<file path="src/rtl/core/spp_pkg.sv">
// ----------------------------------------------------------------------------
// spp_pkg
// Shared types and constants of the stable pivot partition block.
// ----------------------------------------------------------------------------
`default_nettype none

package spp_pkg;

    localparam int DATA_WIDTH = 32;
    localparam int HIGH_DEPTH = 63;
    localparam int FILL_W     = $clog2(HIGH_DEPTH + 1);
    localparam int ADDR_W     = (HIGH_DEPTH > 1) ? $clog2(HIGH_DEPTH) : 1;
    localparam int TALLY_W    = 16;

    typedef logic signed [DATA_WIDTH-1:0] data_t;
    typedef logic [FILL_W-1:0]            fill_t;
    typedef logic [ADDR_W-1:0]            addr_t;
    typedef logic [TALLY_W-1:0]           tally_t;

    localparam fill_t  FillMax  = FILL_W'(HIGH_DEPTH);
    localparam tally_t TallyMax = '1;

    // Port controls of the high-element buffer
    typedef struct packed {
        logic  wr_en;
        addr_t wr_addr;
        logic  rd_en;
        addr_t rd_addr;
    } buf_ctrl_t;

endpackage

`default_nettype wire

</file>
<file path="src/rtl/core/spp_if.sv">
// ----------------------------------------------------------------------------
// spp_if
// Valid/ready channels of the stable pivot partition block: input items,
// result items and the pivot write port.
// ----------------------------------------------------------------------------
`default_nettype none

interface spp_in_if;
    import spp_pkg::*;

    logic  valid;
    logic  ready;
    data_t sample;
    logic  final_item;

    modport source (output valid, sample, final_item, input ready);
    modport sink   (input valid, sample, final_item, output ready);
endinterface

interface spp_out_if;
    import spp_pkg::*;

    logic   valid;
    logic   ready;
    data_t  element;
    logic   above_pivot;
    logic   end_of_run;
    tally_t low_total;
    logic   overflowed;

    modport source (output valid, element, above_pivot, end_of_run, low_total, overflowed,
                    input ready);
    modport sink   (input valid, element, above_pivot, end_of_run, low_total, overflowed,
                    output ready);
endinterface

interface spp_cfg_if;
    import spp_pkg::*;

    logic  valid;
    logic  ready;
    data_t pivot;

    modport source (output valid, pivot, input ready);
    modport sink   (input valid, pivot, output ready);
endinterface

`default_nettype wire

</file>
<file path="src/rtl/core/spp_high_buf.sv">
// ----------------------------------------------------------------------------
// spp_high_buf
// Buffer of elements above the pivot: one write port, one read port with
// registered read data that holds until the next read.
// ----------------------------------------------------------------------------
`default_nettype none

module spp_high_buf (
    input  wire                logic clk,
    input  wire spp_pkg::buf_ctrl_t ctrl,
    input  wire spp_pkg::data_t     wr_data,
    output      spp_pkg::data_t     rd_data
);
    import spp_pkg::*;

    data_t mem [HIGH_DEPTH];
    data_t rd_data_reg;

    always_ff @(posedge clk)
    begin
        if (ctrl.wr_en)
        begin
            mem[ctrl.wr_addr] <= wr_data;
        end
        if (ctrl.rd_en)
        begin
            rd_data_reg <= mem[ctrl.rd_addr];
        end
    end

    assign rd_data = rd_data_reg;

endmodule

`default_nettype wire

</file>
<file path="src/rtl/core/stable_pivot_partition.sv">
// ----------------------------------------------------------------------------
// stable_pivot_partition
// Streams a signed array and emits its stable partition around the pivot.
// ----------------------------------------------------------------------------
// Each element is compared with the pivot as it arrives, one item per cycle
// while the output is not stalled. An element at or below the pivot goes
// straight to the output register; an element above it is written into a
// 63-entry buffer memory (further high elements are dropped and flagged).
// After the last item the buffer is replayed in arrival order through the
// registered read port, one element per cycle when the output is not
// stalled; no item is taken during that replay. The last result of each
// array carries end_of_run, the count of low elements (saturating at 65535)
// and the overflow flag. The pivot may be written at any time the block is
// idle; it resets to 0.
// ----------------------------------------------------------------------------
`default_nettype none

module stable_pivot_partition (
    input  wire logic  clk,
    input  wire logic  rst_n,
    spp_in_if.sink     items,
    spp_out_if.source  results,
    spp_cfg_if.sink    cfg
);
    import spp_pkg::*;

    typedef enum logic {ST_RUN, ST_FLUSH} st_t;

    st_t       state_reg, state_next;
    data_t     pivot_reg, pivot_next;
    fill_t     fill_reg, fill_next;
    tally_t    tally_reg, tally_next;
    logic      drop_reg, drop_next;
    fill_t     rd_idx_reg, rd_idx_next;
    logic      pend_reg, pend_next;
    logic      pend_last_reg, pend_last_next;

    logic      out_valid_reg, out_valid_next;
    data_t     out_elem_reg, out_elem_next;
    logic      out_above_reg, out_above_next;
    logic      out_end_reg, out_end_next;
    tally_t    out_total_reg, out_total_next;
    logic      out_ovf_reg, out_ovf_next;

    buf_ctrl_t buf_ctrl;
    data_t     rd_data;

    logic      slot_free;
    logic      accept;
    logic      is_high;
    tally_t    tally_inc;
    fill_t     fill_after;
    logic      drop_after;
    logic      consume;
    logic      issue;

    spp_high_buf u_high_buf (
        .clk     (clk),
        .ctrl    (buf_ctrl),
        .wr_data (items.sample),
        .rd_data (rd_data)
    );

    assign slot_free  = !out_valid_reg || results.ready;
    assign items.ready = (state_reg == ST_RUN) && slot_free;
    assign accept     = items.valid && items.ready;
    assign is_high    = items.sample > pivot_reg;
    assign tally_inc  = (tally_reg == TallyMax) ? tally_reg : tally_reg + TALLY_W'(1);
    assign fill_after = (fill_reg < FillMax) ? fill_reg + FILL_W'(1) : fill_reg;
    assign drop_after = drop_reg || (fill_reg == FillMax);

    // Reads and writes never overlap: writes happen in RUN, reads in FLUSH.
    assign consume = (state_reg == ST_FLUSH) && pend_reg && slot_free;
    assign issue   = (state_reg == ST_FLUSH) && (rd_idx_reg < fill_reg)
                     && (!pend_reg || consume);

    always_comb
    begin
        buf_ctrl.wr_en   = accept && is_high && (fill_reg < FillMax);
        buf_ctrl.wr_addr = fill_reg[ADDR_W-1:0];
        buf_ctrl.rd_en   = issue;
        buf_ctrl.rd_addr = rd_idx_reg[ADDR_W-1:0];
    end

    assign cfg.ready = 1'b1;

    always_comb
    begin
        state_next     = state_reg;
        pivot_next     = pivot_reg;
        fill_next      = fill_reg;
        tally_next     = tally_reg;
        drop_next      = drop_reg;
        rd_idx_next    = rd_idx_reg;
        pend_next      = pend_reg;
        pend_last_next = pend_last_reg;
        out_valid_next = out_valid_reg && !results.ready;
        out_elem_next  = out_elem_reg;
        out_above_next = out_above_reg;
        out_end_next   = out_end_reg;
        out_total_next = out_total_reg;
        out_ovf_next   = out_ovf_reg;

        if (cfg.valid)
        begin
            pivot_next = cfg.pivot;
        end

        case (state_reg)
            ST_RUN:
            begin
                if (accept)
                begin
                    if (is_high)
                    begin
                        fill_next = fill_after;
                        drop_next = drop_after;
                        if (items.final_item)
                        begin
                            state_next  = ST_FLUSH;
                            rd_idx_next = '0;
                            pend_next   = 1'b0;
                        end
                    end
                    else
                    begin
                        tally_next     = tally_inc;
                        out_valid_next = 1'b1;
                        out_elem_next  = items.sample;
                        out_above_next = 1'b0;
                        out_end_next   = items.final_item && (fill_reg == '0);
                        out_total_next = out_end_next ? tally_inc : '0;
                        out_ovf_next   = out_end_next && drop_reg;
                        if (items.final_item)
                        begin
                            if (fill_reg == '0)
                            begin
                                // Array done: start the next one clean
                                tally_next = '0;
                                drop_next  = 1'b0;
                            end
                            else
                            begin
                                state_next  = ST_FLUSH;
                                rd_idx_next = '0;
                                pend_next   = 1'b0;
                            end
                        end
                    end
                end
            end
            ST_FLUSH:
            begin
                if (consume)
                begin
                    pend_next      = 1'b0;
                    out_valid_next = 1'b1;
                    out_elem_next  = rd_data;
                    out_above_next = 1'b1;
                    out_end_next   = pend_last_reg;
                    out_total_next = pend_last_reg ? tally_reg : '0;
                    out_ovf_next   = pend_last_reg && drop_reg;
                    if (pend_last_reg)
                    begin
                        state_next  = ST_RUN;
                        fill_next   = '0;
                        tally_next  = '0;
                        drop_next   = 1'b0;
                        rd_idx_next = '0;
                    end
                end
                if (issue)
                begin
                    rd_idx_next    = rd_idx_reg + FILL_W'(1);
                    pend_next      = 1'b1;
                    pend_last_next = (rd_idx_reg + FILL_W'(1)) == fill_reg;
                end
            end
            default:
            begin
                state_next = ST_RUN;
            end
        endcase
    end

    always_ff @(posedge clk or negedge rst_n)
    begin
        if (!rst_n)
        begin
            state_reg     <= ST_RUN;
            pivot_reg     <= '0;
            fill_reg      <= '0;
            tally_reg     <= '0;
            drop_reg      <= 1'b0;
            rd_idx_reg    <= '0;
            pend_reg      <= 1'b0;
            pend_last_reg <= 1'b0;
            out_valid_reg <= 1'b0;
            out_elem_reg  <= '0;
            out_above_reg <= 1'b0;
            out_end_reg   <= 1'b0;
            out_total_reg <= '0;
            out_ovf_reg   <= 1'b0;
        end
        else
        begin
            state_reg     <= state_next;
            pivot_reg     <= pivot_next;
            fill_reg      <= fill_next;
            tally_reg     <= tally_next;
            drop_reg      <= drop_next;
            rd_idx_reg    <= rd_idx_next;
            pend_reg      <= pend_next;
            pend_last_reg <= pend_last_next;
            out_valid_reg <= out_valid_next;
            out_elem_reg  <= out_elem_next;
            out_above_reg <= out_above_next;
            out_end_reg   <= out_end_next;
            out_total_reg <= out_total_next;
            out_ovf_reg   <= out_ovf_next;
        end
    end

    assign results.valid       = out_valid_reg;
    assign results.element     = out_elem_reg;
    assign results.above_pivot = out_above_reg;
    assign results.end_of_run  = out_end_reg;
    assign results.low_total   = out_total_reg;
    assign results.overflowed  = out_ovf_reg;

`ifndef SYNTH
    a_fill_bound: assert property (@(posedge clk) disable iff (!rst_n)
        fill_reg <= FillMax)
        else $error("buffer fill beyond depth");

    a_flush_nonempty: assert property (@(posedge clk) disable iff (!rst_n)
        state_reg == ST_FLUSH |-> fill_reg != '0)
        else $error("flush with empty buffer");

    a_rd_idx_bound: assert property (@(posedge clk) disable iff (!rst_n)
        state_reg == ST_FLUSH |-> rd_idx_reg <= fill_reg)
        else $error("flush read past fill");

    a_ovf_on_high_end: assert property (@(posedge clk) disable iff (!rst_n)
        results.valid && results.overflowed |-> results.above_pivot && results.end_of_run)
        else $error("overflow flag on wrong result");

    a_pend_last_closes: assert property (@(posedge clk) disable iff (!rst_n)
        consume && pend_last_reg |=> state_reg == ST_RUN && fill_reg == '0)
        else $error("flush did not close the array");
`endif

endmodule

`default_nettype wire
</file>
<file path="src/flat_wrapper.sv">
// flat-port wrapper written by rule: the top's interface ports become plain ports
module stable_pivot_partition_flat import spp_pkg::*;
  (clk, rst_n, items_valid, items_sample, items_final_item, items_ready, results_valid, results_element, results_above_pivot, results_end_of_run, results_low_total, results_overflowed, results_ready, cfg_valid, cfg_pivot, cfg_ready);
  spp_in_if items_i ();
  spp_out_if results_i ();
  spp_cfg_if cfg_i ();
  input  wire logic clk;
  input  wire logic rst_n;
  input wire logic [$bits(items_i.valid)-1:0] items_valid;
  input wire logic [$bits(items_i.sample)-1:0] items_sample;
  input wire logic [$bits(items_i.final_item)-1:0] items_final_item;
  output wire logic [$bits(items_i.ready)-1:0] items_ready;
  output wire logic [$bits(results_i.valid)-1:0] results_valid;
  output wire logic [$bits(results_i.element)-1:0] results_element;
  output wire logic [$bits(results_i.above_pivot)-1:0] results_above_pivot;
  output wire logic [$bits(results_i.end_of_run)-1:0] results_end_of_run;
  output wire logic [$bits(results_i.low_total)-1:0] results_low_total;
  output wire logic [$bits(results_i.overflowed)-1:0] results_overflowed;
  input wire logic [$bits(results_i.ready)-1:0] results_ready;
  input wire logic [$bits(cfg_i.valid)-1:0] cfg_valid;
  input wire logic [$bits(cfg_i.pivot)-1:0] cfg_pivot;
  output wire logic [$bits(cfg_i.ready)-1:0] cfg_ready;
  assign items_i.valid = items_valid;
  assign items_i.sample = items_sample;
  assign items_i.final_item = items_final_item;
  assign items_ready = items_i.ready;
  assign results_valid = results_i.valid;
  assign results_element = results_i.element;
  assign results_above_pivot = results_i.above_pivot;
  assign results_end_of_run = results_i.end_of_run;
  assign results_low_total = results_i.low_total;
  assign results_overflowed = results_i.overflowed;
  assign results_i.ready = results_ready;
  assign cfg_i.valid = cfg_valid;
  assign cfg_i.pivot = cfg_pivot;
  assign cfg_ready = cfg_i.ready;
  stable_pivot_partition u_core (.clk(clk), .rst_n(rst_n), .items(items_i), .results(results_i), .cfg(cfg_i));
endmodule
</file>
<file path="config.mk">
export PLATFORM = sky130hd
export DESIGN_NAME = stable_pivot_partition_flat
export DESIGN_NICKNAME = d
export VERILOG_FILES = /design/src/rtl/core/spp_pkg.sv /design/src/rtl/core/spp_if.sv /design/src/rtl/core/spp_high_buf.sv /design/src/rtl/core/stable_pivot_partition.sv /design/src/flat_wrapper.sv
export SDC_FILE = /design/constraint.sdc
export NUM_CORES = 2
export LEC_CHECK = 0
export BUFFER_PORTS_ARGS = -buffer_cell sky130_fd_sc_hd__buf_4
export CORE_ASPECT_RATIO = 1.75
export CORE_MARGIN = 3
export CORE_UTILIZATION = 45
export CTS_BUF_LIST = sky130_fd_sc_hd__clkbuf_8
export DETAILED_ROUTE_END_ITERATION = 12
export HOLD_SLACK_MARGIN = 0.12
export PLACE_DENSITY = 0.6
export SYNTH_ARGS = -nofsm -noshare
export SYNTH_HDL_FRONTEND = slang
export SYNTH_HIERARCHICAL = 1
export SYNTH_SLANG_ARGS = --single-unit
</file>
<file path="constraint.sdc">
create_clock -name clk -period 6.05 [get_ports clk]
set_input_delay 0.9075 -clock clk [delete_from_list [all_inputs] [get_ports clk]]
set_output_delay 0.9075 -clock clk [all_outputs]
set_load 0.03 [all_outputs]
</file>
==> Flow_metrics.wiki <==
{| class="wikitable"
! Metric !! Value
|-
| Slew Limit Fails || 0
|-
| Area added between synthesis and finish || 13.0%
|-
| Count of flip-flops with a built-in enable after synthesis || 2048
|-
| Series of cell instances along the critical path || inv_1 -> ha_1 -> nand4_1 -> nor4_2 -> o311ai_2 -> and2_4 -> nor3_2 -> nor2b_1 -> nand2_1 -> buf_4 -> nor2_4 -> buf_12
|-
| Number of antenna violations at the first check in global routing || 22
|-
| Clk slew on worst S/H paths || 0.06 ns
|-
| Instance count after placement with tap cells included || 6778
|-
| Die span in y || 582 microns
|-
| Most frequent cells in the layout || 2048 x sky130_fd_sc_hd__edfxtp_1, 406 x sky130_fd_sc_hd__mux4_2, 330 x sky130_fd_sc_hd__clkbuf_8
|-
| Cell area after synthesis || 0.0854 sq mm
|-
| Met3 WL || 17200 microns
|-
| Clock tree from TritonCTS || yes
|-
| Ratio of routed vias to standard cells || 6.17
|-
| WS Path Type || reg2reg
|-
| I/O Pins || 124
|-
| Root Buffer Master || sky130_fd_sc_hd__clkbuf_8
|-
| Critical Path AT || 5.02 ns
|-
| Metal-1 WL || 91100 microns
|-
| Setup-violating endpoint count in the final report || 0
|-
| Min cycle time layout || 4.47 ns
|-
| Final routed DRC violation total || 0
|-
| Share of final-layout standard cells stronger than drive strength 1 || 27.1%
|-
| Global-route wire length before repair || 359000 microns
|-
| Worst-skew pair later-pin latency || 0.94 ns
|-
| H-Tree Depth || 5
|-
| Async S/R FF share, synth || 5.36%
|-
| Detailed-routing iteration count for the pre-antenna-repair pass || 6
|-
| Pwr/cell area || 424 mW/mm^2
|-
| Slew HR || 20.2%
|-
| Synth cell types || 74
|-
| Final weighted congestion in routability-driven placement || 0.936
|-
| CP startpoint kind || register
|-
| FF+latch count, synth || 2164
|-
| Transition time of the tightest slew-check pin || 1.19 ns
|-
| Max FFs per register || 2016
|-
| Net count, final || 4760
|-
| Top register by number of flip-flops || u_core/u_high_buf/mem
|-
| Number of endpoints with negative hold slack in the final report || 0
|-
| Global Route Usage Sum || 26.5%
|-
| Detailed Place HPWL || 166000 microns
|-
| Total core area || 0.188 sq mm
|-
| CP max-delay cell || sky130_fd_sc_hd__nor3_2
|-
| Input/output buffers || 122
|-
| Die ar. || 0.195 sq mm
|-
| CP max stage delay || 0.48 ns
|-
| CP Max Fanout || 32
|-
| Sequential fraction of the synthesis area || 75.4%
|-
| Number of design-rule violations left by the first detailed-router iteration || 4856
|-
| Cell Area, Placed || 0.0907 sq mm
|-
| Synthesis warning total || 6
|-
| CTS buffer count || 305
|-
| Wire length after detailed routing || 260000 microns
|-
| Max-cap violation count || 0
|-
| Final Total Pwr || 40.9 mW
|-
| Post-detailed-route wirelength per cell || 35.5 microns
|-
| Post-synthesis net count || 4375
|-
| Largest net degree at the start of global routing || 110
|-
| Number of clock sinks || 2164
|-
| Final setup TNS || 0 ns
|-
| Highest metal used || met5
|-
| Maximum clock frequency || 224 MHz
|-
| Period Utilization, post-route || 73.9%
|-
| Required time at the endpoint of the critical path || 6.60 ns
|-
| Average cell area after synthesis || 20.0 sq um
|-
| Primary flip-flop cell chosen by synthesis mapping || sky130_fd_sc_hd__edfxtp_1
|-
| Via count of the routed design || 45100
|-
| Antenna-violating nets left || 0
|-
| CP endpoint kind || register
|-
| Clock skew || 0.0666 ns
|-
| Congestion Overflow GR || 0
|-
| Unrepaired setup endpoints after global routing || false
|-
| Final standard cell area without fillers || 0.0965 sq mm
|-
| Number of rows in the core area || 210
|-
| Starting utilization of the core area || 45.5%
|-
| Run status || completed
|-
| VDD IR max || 0.247 mV
|-
| Number of global-route vias before repair || 45600
|-
| Number of non-filler instances in the completed layout || 7322
|-
| Horizontal die dimension || 335 microns
|-
| Most common library cell in the layout ignoring fill and taps || sky130_fd_sc_hd__edfxtp_1
|-
| Met2 routed WL || 129000 microns
|-
| Leak Pwr || 31.8 nW
|-
| Worst min-delay path class || in2reg
|-
| Synth Instances || 4263
|-
| Maximum buffer depth of the clock tree || 4
|}
==> power by group <==
group	total (mW)	internal (mW)	switching (mW)
clock	11.0	5.65	5.40
sequential	17.4	16.9	0.516
combinational	12.4	4.74	7.70
==> through the flow <==
stage               hold slack [ns]  worst slack [ns]  util, %
floorplan                     0.485             0.203        -
global placement              0.480             0.907     48.3
detailed placement            0.496             0.872     48.3
CTS                           0.182              1.65     51.3
global route                  0.229              1.41     51.3
finish                        0.231              1.58     51.4
==> timing repair <==
item | 4_1_cts | 5_1_grt
hold buffers | 1 | 0
resized for setup | 0 | 0
buffers inserted | 0 | 0
endpoints found under the hold margin | 50 | 0
setup endpoints to repair | 0 | 0
==> final timing paths <==
check | cells after the start | from | to | slack [ns]
worst min register to register | 1 | u_core/results.above_pivot | u_core/results.above_pivot | 0.51
worst max register to register | 12 | u_core/pivot_reg[26] | u_core/u_high_buf/mem[8][11] | 1.58
max in group asynchronous | 3 | rst_n | u_core/results.element[10] | 4.10
worst max-delay path | 12 | u_core/pivot_reg[26] | u_core/u_high_buf/mem[8][11] | 1.58
min in group asynchronous | 2 | rst_n | u_core/tally_reg[8] | 0.57
worst min-delay path | 3 | cfg_pivot[6] | u_core/pivot_reg[6] | 0.23
==> worst max-delay path, delay by kind of cell, from the launching register on <==
family	cells	cell delay [ns]
buffers and inverters	3	0.76
DFF	1	0.32
adders and majority gates	1	0.38
AOI/OAI and AO/OA	1	0.25
and+or+nand+nor	7	2.37
==> synth_stat cells (all sizes together) (3+ instances only) <==
cell type     n  share of area (%)
edfxtp     2048                 72
a21o          5              0.044
a32oi         9              0.092
xnor2         8              0.082
o22ai        43               0.31
a22oi        21               0.18
a211o        26               0.27
nand4        17               0.12
o32a          3              0.035
a211oi       36               0.32
ha           42               0.62
nor3         28               0.17
and2          5              0.040
nor2        112               0.49
mux2        117                1.7
mux2i       230                2.7
nor2b        37               0.27
o211ai        7              0.062
inv          49               0.22
o211a         3              0.035
clkbuf      103               0.45
o31ai         8              0.070
or3           6              0.044
o22a         12               0.12
nand2       157               0.69
o21ai       118               0.70
a21oi       104               0.61
dfrtp       116                3.4
a22o         12               0.12
a221oi       16               0.16
nor4         11              0.088
o221ai       62               0.64
mux4        406                 11
a31oi        14               0.10
nand3b        5              0.044
and3         17               0.12
or2           3              0.022
buf         141                1.2
nand2b       20               0.15
nand3        42               0.25
a2bb2oi      15               0.15
==> cell families after synthesis <==
logic type      Yosys count  share of synthesized area (%)
fa+ha+maj                42                          0.615
buf+inv                 293                           1.89
flops                  2164                           75.4
mux                     753                           15.2
xor+xnor                  9                         0.0923
compound gates          535                           4.27
simple gates            466                           2.57
other cells               1                        0.00439
==> per-layer routing <==
layer  vias to the layer above  GRT usage [%]
li1                      18400              -
met1                     24100           31.5
met5                         -              0
met2                      2130           44.0
met3                       560           3.94
met4                         2           19.5
==> cell type report <==
class	count	area, sq um
antenna	19	47.5
fill	14900	91400
timing repair buffer	322	3130
sequential	2164	64400
multi-input combinational	1806	19900
inverter	49	185
tap	2438	3050
clock buffer	330	4540
clock inverter	194	1190
Power figures use the tool's default switching activity.
